File: config.mk
export PLATFORM = sky130hd
export DESIGN_NAME = restriction_site_window_finder_flat
export DESIGN_NICKNAME = d
export VERILOG_FILES = /design/src/design/rswf_pkg.sv /design/src/design/rswf_if.sv /design/src/design/restriction_site_window_finder.sv /design/src/design/rswf_scan.sv /design/src/design/rswf_window.sv /design/src/flat_wrapper.sv
export SDC_FILE = /design/constraint.sdc
export NUM_CORES = 1
export LEC_CHECK = 0
export ABC_AREA = 1
export BUFFER_PORTS_ARGS = -buffer_cell sky130_fd_sc_hd__buf_4
export CAP_MARGIN = 20
export CORE_MARGIN = 3
export CORE_UTILIZATION = 55
export DETAILED_ROUTE_END_ITERATION = 16
export PLACE_DENSITY = 0.81
export SLEW_MARGIN = 20
export SYNTH_ARGS = -nofsm -noshare
export SYNTH_HDL_FRONTEND = slang
export SYNTH_SLANG_ARGS = --single-unit
File: constraint.sdc
create_clock -name clk -period 9.9 [get_ports clk]
set_clock_uncertainty 0.05 [all_clocks]
set_input_delay 1.98 -clock clk [delete_from_list [all_inputs] [get_ports clk]]
set_output_delay 1.98 -clock clk [all_outputs]
set_load 0.02 [all_outputs]
File: src/design/rswf_pkg.sv
`default_nettype none
package rswf_pkg;

  localparam int MAX_SITE = 8;
  localparam int POS_BITS = 32;
  localparam int BASE_W   = 8;
  localparam int LEN_W    = 4;
  localparam int SEL_W    = $clog2(MAX_SITE);
  localparam int HALF_W   = 16;
  localparam int WLEN_W   = 17;
  localparam int PAT_W    = MAX_SITE * BASE_W;
  localparam int CFG_W    = 64;
  localparam int CIDX_W   = 2;

  localparam logic [LEN_W-1:0]  SITE_LEN_RESET    = LEN_W'(6);
  localparam logic [HALF_W-1:0] WINDOW_HALF_RESET = HALF_W'(500);

  typedef enum logic [CIDX_W-1:0] {
    CFG_SITE_PATTERN = 2'd0,
    CFG_SITE_LENGTH  = 2'd1,
    CFG_WINDOW_HALF  = 2'd2
  } cfg_idx_t;

  typedef struct packed {
    logic [POS_BITS-1:0] pos;
    logic [POS_BITS-1:0] seq_len;
  } hit_t;

endpackage
`default_nettype wire

File: src/design/rswf_if.sv
`default_nettype none
interface rswf_in_if import rswf_pkg::*; ();
  logic                valid;
  logic                ready;
  logic [BASE_W-1:0]   base;
  logic                first;
  logic [POS_BITS-1:0] total_len;

  modport source (output valid, base, first, total_len, input ready);
  modport sink (input valid, base, first, total_len, output ready);
endinterface

interface rswf_out_if import rswf_pkg::*; ();
  logic                valid;
  logic                ready;
  logic [POS_BITS-1:0] site_position;
  logic [POS_BITS-1:0] window_start;
  logic [POS_BITS-1:0] window_end;
  logic [WLEN_W-1:0]   window_length;

  modport source (output valid, site_position, window_start, window_end, window_length,
                  input ready);
  modport sink (input valid, site_position, window_start, window_end, window_length,
                output ready);
endinterface
`default_nettype wire

File: src/design/restriction_site_window_finder.sv
// restriction site window finder
// in_ch carries one base per cycle while ready (base, first, total_len);
// first restarts the offset count, the history and the no-overlap mark.
// out_ch carries one beat per site hit: site position and the window of
// window_half bases around it, clipped to 0 and to total_len.
// cfg_we/cfg_index/cfg_data write site_pattern (0), site_length (1) and
// window_half (2); other indexes are ignored. write only while idle.
// throughput: one base per cycle while in_ch.ready; the site compare, the
// no-overlap check and the state update all happen in the cycle the base
// is taken. a hit reaches out_ch through two registers, one for the hit
// and one for the window arithmetic.
// reset (rst_n low, synchronous) clears history, offset and pipeline, and
// loads site_length 6, window_half 500, a zero site pattern.
// a stalled out_ch holds its beat; in_ch.ready drops only once both
// registers are full, so no beat is lost or repeated.
`default_nettype none
module restriction_site_window_finder import rswf_pkg::*; (
  input  wire logic              clk,
  input  wire logic              rst_n,
  rswf_in_if.sink                in_ch,
  rswf_out_if.source             out_ch,
  input  wire logic              cfg_we,
  input  wire logic [CIDX_W-1:0] cfg_index,
  input  wire logic [CFG_W-1:0]  cfg_data
);

  logic [PAT_W-1:0]  pattern_r;
  logic [LEN_W-1:0]  site_length_r;
  logic [HALF_W-1:0] half_r;
  logic [LEN_W-1:0]  site_len;
  logic              hit_valid;
  logic              hit_ready;
  hit_t              hit;

  always_ff @(posedge clk) begin
    if (!rst_n) begin
      pattern_r     <= '0;
      site_length_r <= SITE_LEN_RESET;
      half_r        <= WINDOW_HALF_RESET;
    end else if (cfg_we) begin
      unique case (cfg_index)
        CFG_SITE_PATTERN: pattern_r     <= cfg_data[PAT_W-1:0];
        CFG_SITE_LENGTH:  site_length_r <= cfg_data[LEN_W-1:0];
        CFG_WINDOW_HALF:  half_r        <= cfg_data[HALF_W-1:0];
        default: ;
      endcase
    end
  end

  always_comb begin
    site_len = site_length_r;
    if (site_length_r == '0) begin
      site_len = LEN_W'(1);
    end else if (site_length_r > LEN_W'(MAX_SITE)) begin
      site_len = LEN_W'(MAX_SITE);
    end
  end

  rswf_scan u_scan (
    .clk          (clk),
    .rst_n        (rst_n),
    .in_ch        (in_ch),
    .site_pattern (pattern_r),
    .site_len     (site_len),
    .hit_valid    (hit_valid),
    .hit_ready    (hit_ready),
    .hit          (hit)
  );

  rswf_window u_window (
    .clk         (clk),
    .rst_n       (rst_n),
    .hit_valid   (hit_valid),
    .hit_ready   (hit_ready),
    .hit         (hit),
    .window_half (half_r),
    .out_ch      (out_ch)
  );

endmodule
`default_nettype wire

File: src/design/rswf_scan.sv
`default_nettype none
module rswf_scan import rswf_pkg::*; (
  input  wire logic             clk,
  input  wire logic             rst_n,
  rswf_in_if.sink               in_ch,
  input  wire logic [PAT_W-1:0] site_pattern,
  input  wire logic [LEN_W-1:0] site_len,
  output logic                  hit_valid,
  input  wire logic             hit_ready,
  output hit_t                  hit
);

  logic [MAX_SITE-1:0][BASE_W-1:0] recent_r, recent_nxt;
  logic [POS_BITS-1:0]             index_r, index_nxt;
  logic [POS_BITS:0]               nas_r, nas_nxt;
  logic                            valid_r, valid_nxt;
  hit_t                            hit_r, hit_nxt;

  logic [MAX_SITE-1:0][BASE_W-1:0] pattern;
  logic [POS_BITS-1:0]             idx;
  logic [POS_BITS:0]               idx_inc;
  logic [POS_BITS:0]               pos_w;
  logic [POS_BITS:0]               nas_cur;
  logic                            match;
  logic                            found;
  logic                            accept;
  logic [LEN_W-1:0]                off;

  assign pattern     = site_pattern;
  assign in_ch.ready = !valid_r || hit_ready;
  assign accept      = in_ch.valid && in_ch.ready;

  always_comb begin
    idx        = in_ch.first ? '0 : index_r;
    nas_cur    = in_ch.first ? '0 : nas_r;
    recent_nxt = in_ch.first ? '0 : recent_r;
    recent_nxt = {recent_nxt[MAX_SITE-2:0], in_ch.base};
    idx_inc    = {1'b0, idx} + (POS_BITS+1)'(1);
    pos_w      = idx_inc - (POS_BITS+1)'(site_len);
  end

  always_comb begin
    match = 1'b1;
    off   = '0;
    for (int k = 0; k < MAX_SITE; k++) begin
      off = site_len - LEN_W'(1) - LEN_W'(k);
      if (LEN_W'(k) < site_len && recent_nxt[off[SEL_W-1:0]] != pattern[k]) begin
        match = 1'b0;
      end
    end
  end

  always_comb begin
    found = match
         && idx_inc >= (POS_BITS+1)'(site_len)
         && idx < in_ch.total_len
         && pos_w >= nas_cur;
    index_nxt       = idx_inc[POS_BITS-1:0];
    nas_nxt         = found ? idx_inc : nas_cur;
    hit_nxt.pos     = pos_w[POS_BITS-1:0];
    hit_nxt.seq_len = in_ch.total_len;
    valid_nxt       = valid_r && !hit_ready;
    if (accept) begin
      valid_nxt = found;
    end
  end

  always_ff @(posedge clk) begin
    if (!rst_n) begin
      recent_r <= '0;
      index_r  <= '0;
      nas_r    <= '0;
      valid_r  <= 1'b0;
    end else begin
      valid_r <= valid_nxt;
      if (accept) begin
        recent_r <= recent_nxt;
        index_r  <= index_nxt;
        nas_r    <= nas_nxt;
      end
    end
  end

  always_ff @(posedge clk) begin
    if (accept) begin
      hit_r <= hit_nxt;
    end
  end

  assign hit_valid = valid_r;
  assign hit       = hit_r;

endmodule
`default_nettype wire

File: src/design/rswf_window.sv
`default_nettype none
module rswf_window import rswf_pkg::*; (
  input  wire logic              clk,
  input  wire logic              rst_n,
  input  wire logic              hit_valid,
  output logic                   hit_ready,
  input  hit_t                   hit,
  input  wire logic [HALF_W-1:0] window_half,
  rswf_out_if.source             out_ch
);

  logic                valid_r;
  logic [POS_BITS-1:0] pos_r, ws_r, we_r;
  logic [WLEN_W-1:0]   wlen_r;

  logic [POS_BITS-1:0] ws_nxt, we_nxt;
  logic [WLEN_W-1:0]   wlen_nxt;
  logic [POS_BITS:0]   sum;
  logic                load;

  assign hit_ready = !valid_r || out_ch.ready;
  assign load      = hit_valid && hit_ready;

  always_comb begin
    ws_nxt   = (hit.pos < POS_BITS'(window_half)) ? '0 : hit.pos - POS_BITS'(window_half);
    sum      = {1'b0, hit.pos} + (POS_BITS+1)'(window_half);
    we_nxt   = (sum < {1'b0, hit.seq_len}) ? sum[POS_BITS-1:0] : hit.seq_len;
    wlen_nxt = WLEN_W'(we_nxt - ws_nxt);
  end

  always_ff @(posedge clk) begin
    if (!rst_n) begin
      valid_r <= 1'b0;
    end else if (hit_ready) begin
      valid_r <= hit_valid;
    end
  end

  always_ff @(posedge clk) begin
    if (load) begin
      pos_r  <= hit.pos;
      ws_r   <= ws_nxt;
      we_r   <= we_nxt;
      wlen_r <= wlen_nxt;
    end
  end

  assign out_ch.valid         = valid_r;
  assign out_ch.site_position = pos_r;
  assign out_ch.window_start  = ws_r;
  assign out_ch.window_end    = we_r;
  assign out_ch.window_length = wlen_r;

endmodule
`default_nettype wire
File: src/flat_wrapper.sv
// flat-port wrapper written by rule: the top's interface ports become plain ports
module restriction_site_window_finder_flat import rswf_pkg::*;
  (clk, rst_n, cfg_we, cfg_index, cfg_data, in_ch_valid, in_ch_base, in_ch_first, in_ch_total_len, in_ch_ready, out_ch_valid, out_ch_site_position, out_ch_window_start, out_ch_window_end, out_ch_window_length, out_ch_ready);
  rswf_in_if in_ch_i ();
  rswf_out_if out_ch_i ();
  input  wire logic clk;
  input  wire logic rst_n;
  input  wire logic cfg_we;
  input  wire logic [CIDX_W-1:0] cfg_index;
  input  wire logic [CFG_W-1:0] cfg_data;
  input wire logic [$bits(in_ch_i.valid)-1:0] in_ch_valid;
  input wire logic [$bits(in_ch_i.base)-1:0] in_ch_base;
  input wire logic [$bits(in_ch_i.first)-1:0] in_ch_first;
  input wire logic [$bits(in_ch_i.total_len)-1:0] in_ch_total_len;
  output wire logic [$bits(in_ch_i.ready)-1:0] in_ch_ready;
  output wire logic [$bits(out_ch_i.valid)-1:0] out_ch_valid;
  output wire logic [$bits(out_ch_i.site_position)-1:0] out_ch_site_position;
  output wire logic [$bits(out_ch_i.window_start)-1:0] out_ch_window_start;
  output wire logic [$bits(out_ch_i.window_end)-1:0] out_ch_window_end;
  output wire logic [$bits(out_ch_i.window_length)-1:0] out_ch_window_length;
  input wire logic [$bits(out_ch_i.ready)-1:0] out_ch_ready;
  assign in_ch_i.valid = in_ch_valid;
  assign in_ch_i.base = in_ch_base;
  assign in_ch_i.first = in_ch_first;
  assign in_ch_i.total_len = in_ch_total_len;
  assign in_ch_ready = in_ch_i.ready;
  assign out_ch_valid = out_ch_i.valid;
  assign out_ch_site_position = out_ch_i.site_position;
  assign out_ch_window_start = out_ch_i.window_start;
  assign out_ch_window_end = out_ch_i.window_end;
  assign out_ch_window_length = out_ch_i.window_length;
  assign out_ch_i.ready = out_ch_ready;
  restriction_site_window_finder u_core (.clk(clk), .rst_n(rst_n), .in_ch(in_ch_i), .out_ch(out_ch_i), .cfg_we(cfg_we), .cfg_index(cfg_index), .cfg_data(cfg_data));
endmodule
==> impl_metrics.json <==
{
  "nNetsFinal": 4003,
  "fin_crit_sh_pct": 83.31,
  "fillCellCount": 3942,
  "ys_seq_elements": 384,
  "worst_slew_pin_slew_ns": 1.002,
  "antenna_found_initial": 0,
  "synth_area_um2": 25310,
  "powerDensity_nw_per_um2": 174.8,
  "die_h_um": 220.5,
  "crit_end": "u_core.u_scan.nas_r[24]",
  "combPwrFrac_pct": 30.7,
  "synth-edff-count": 177,
  "grt_util_met1_pct": 43.22,
  "cts_buffers": 42,
  "power_frac_clock_pct": 32.3,
  "syn_to_final_growth_pct": 13.49,
  "cts-resized-gates": 0,
  "r2r_end": "u_core.u_window.out_ch.window_length[13]",
  "avgSynthCellArea_um2": 7.041,
  "hold_viol_final": 0,
  "wl_mm": 79.47,
  "drtPass1Iterations": 6,
  "worstSetupStartpoint": "in_ch_first",
  "r2r_start": "u_core.u_scan.hit[35]",
  "switchingPower_w": 0.001778,
  "synthDistinctLibCells": 46,
  "place_congestion": 0.9765,
  "cp_max_fo": 44,
  "cp.required_ns": 10.34,
  "start_util_pct": 56.50,
  "syn_nets": 3861,
  "grt.total_usage_pct": 31.72,
  "dpl.hpwl_mm": 59.16,
  "max-vdd-ir-drop_v": 0.0001427,
  "path_common_cell": "nand3_1",
  "sw_frac_of_total_pct": 35.41,
  "grt_pass1_wl_mm": 121.5,
  "multiInputGateArea_um2": 13430,
  "drv_cap": 0,
  "grt_overflow_total": 0,
  "cts-htree-levels": 2,
  "layout_common_cells": "nand2_1, nand3_1, inv_1",
  "clk_pin_slew_worst_paths_ns": 0.06,
  "ys_seq_area_share_pct": 37.37,
  "ys.flop_type": "dfxtp_1",
  "ios": 227,
  "cts_buffer_depth": 3,
  "status": "finished, final reports clean",
  "antenna_cells": 0,
  "start_kind": "primary input",
  "vias_per_cell": 5.741,
  "rsz0062_at_grt": "no",
  "intPower_w": 0.003244,
  "pwr-share-seq_pct": 37.0,
  "setup_tns_ns": 0,
  "gr-usage-met3_pct": 5.232,
  "num_rows": 77,
  "power_leakage_nw": 13.23,
  "grt_util_met2_pct": 50.29,
  "worstPathArrival_ns": 8.68,
  "clockRootBuffer": "clkbuf_16",
  "final_common_cell": "nand2_1",
  "drt_iter0_drc": 2960,
  "place_area_um2": 27340,
  "synthCells": 3595,
  "core_area_um2": 44800,
  "synth_top_area_share_pct": 21.00,
  "crit_type": "primary input to flop",
  "register_area_um2": 9459,
  "hold_class": "flop to flop",
  "cp_slowest_cell": "xor2_1",
  "clock_sinks": 384,
  "post_cts.repair.setup_buffers": 0,
  "grt_max_degree": 98,
  "drive_gt1_share_pct": 9.761,
  "grt_pass1_vias": 22430,
  "cp-end-kind": "flop",
  "port_buffers": 226,
  "fmax_mhz": 121.3,
  "die_area_um2": 48630,
  "finalMaxSlewViolations": 0,
  "holdPathStages": 2,
  "grt_busiest_layer": "met2",
  "clock_latency_ns": 0.59,
  "finalInstanceArea_um2": 28730,
  "fp.dieW_um": 220.5,
  "routed-via-count": 25040,
  "cts_hold_buf": 0,
  "yosysTopAreaCell": "edfxtp_1",
  "synthArstFlopShare_pct": 0,
  "worst_r2r_path_depth": 36,
  "r2r_setup_slack_ns": 1.96,
  "antenna_left": 0,
  "slew-limit-headroom_pct": 33.17,
  "fin_crit_ns": 8.247,
  "cts_tree": "built",
  "wl_per_cell_um": 18.22,
  "synth.area.top_cells": "edfxtp_1, dfxtp_1, nand2_1",
  "slowest_delay_ns": 0.57,
  "setup_viol": 0,
  "drc_errors": 0,
  "yosys_warnings": 0
}
## synthesized netlist by cell type (2+ instances only)
cell / instances
o21bai_1: 12
a21oi_1: 303
nor2_2: 17
or2_2: 3
o221ai_1: 7
inv_1: 472
inv_2: 8
a211oi_1: 4
nand2_1: 860
nand4_1: 35
clkinv_1: 4
ha_1: 150
xor2_1: 80
xnor2_1: 13
buf_6: 2
a31oi_1: 4
nor4_1: 10
a21boi_0: 3
clkbuf_1: 106
o2111ai_1: 3
edfxtp_1: 177
nor3_1: 28
o21a_1: 5
buf_2: 22
buf_1: 22
dfxtp_1: 207
nor2_4: 10
nor2_1: 246
nand2_2: 5
nand3_1: 495
o21ai_0: 243
fa_1: 4
nand3b_1: 6
o31ai_1: 3
o211ai_1: 15
## registers in the layout, summed over array words and instances, names as in the netlist, 4 cells and up
name	flops
u_core.half_r	16
u_core.pattern_r	64
u_core.site_length_r	4
u_core.u_scan.hit	64
u_core.u_scan.index_r	32
u_core.u_scan.nas_r	33
u_core.u_scan.recent_r	56
u_core.u_window.out_ch.site_position	32
u_core.u_window.out_ch.window_end	32
u_core.u_window.out_ch.window_length	17
u_core.u_window.out_ch.window_start	32
## cell type report
| type | instances | area share, % |
|---|---|---|
| Multi-Input combinational cell | 2574 | 46.75 |
| Sequential cell | 384 | 32.93 |
| Timing Repair Buffer | 251 | 6.559 |
| Inverter | 484 | 6.337 |
| Clock buffer | 60 | 4.212 |
| Tap cell | 592 | 2.578 |
| Clock inverter | 17 | 0.6359 |
## worst min path at each step
stage | start | endpoint | slack, ns
floorplan | u_core.u_scan.recent_r[27] | u_core.u_scan.recent_r[27] | 0.37
global placement | u_core.u_scan.recent_r[27] | u_core.u_scan.recent_r[27] | 0.38
detailed placement | u_core.u_scan.recent_r[5] | u_core.u_scan.recent_r[5] | 0.39
CTS | u_core.u_scan.recent_r[5] | u_core.u_scan.recent_r[5] | 0.40
global route | u_core.u_scan.recent_r[11] | u_core.u_scan.recent_r[11] | 0.42
finish | u_core.u_scan.recent_r[29] | u_core.u_scan.recent_r[29] | 0.40
## per-layer routing
metal,up-vias,wire length (µm)
met5,-,0
met4,0,3825
met3,231,8037
met2,1298,35390
met1,11340,32210
li1,12170,-
## cells by family (layout without fill, tap and decap cells)
family,after synthesis,count (layout),synth area share (%)
flops,384,384,37.37
compound gates,607,607,12.64
xor+xnor,94,94,3.282
simple gates,1719,1719,29.30
fa+ha+maj,154,154,7.731
buf+inv,637,812,9.678
## power groups by stage
stage / sequential, W / combinational [W] / clock, W
global placement: 0.00189 / 0.00146 / 0
global route: 0.00186 / 0.00173 / 0.00169
CTS: 0.00185 / 0.00151 / 0.00163
floorplan: 0.00185 / 0.00111 / 0
detailed placement: 0.00189 / 0.00149 / 0
finish: 0.00186 / 0.00154 / 0.00162
## worst max-delay path, delay by kind of cell
family / cells / cell delay (ns)
compound gates: 1 / 0.19
xor+xnor: 2 / 0.76
fa+ha+maj: 2 / 0.57
buf+inv: 4 / 0.62
simple gates: 24 / 4.49
## metrics by stage
stage	hold WS (ns)	cells	setup slack, ns	util, %	power (W)
finish	0.4039	4362	1.653	64.13	0.005023
global route	0.4163	4362	0.9838	64.13	0.005281
CTS	0.4003	4362	1.778	64.13	0.005001
detailed placement	0.3908	4285	1.221	61.02	0.003378
global placement	0.3826	4285	1.488	61.02	0.003341
floorplan	0.3737	3595	1.762	-	0.002961
Note: power is estimated with default switching activity, not from simulation.
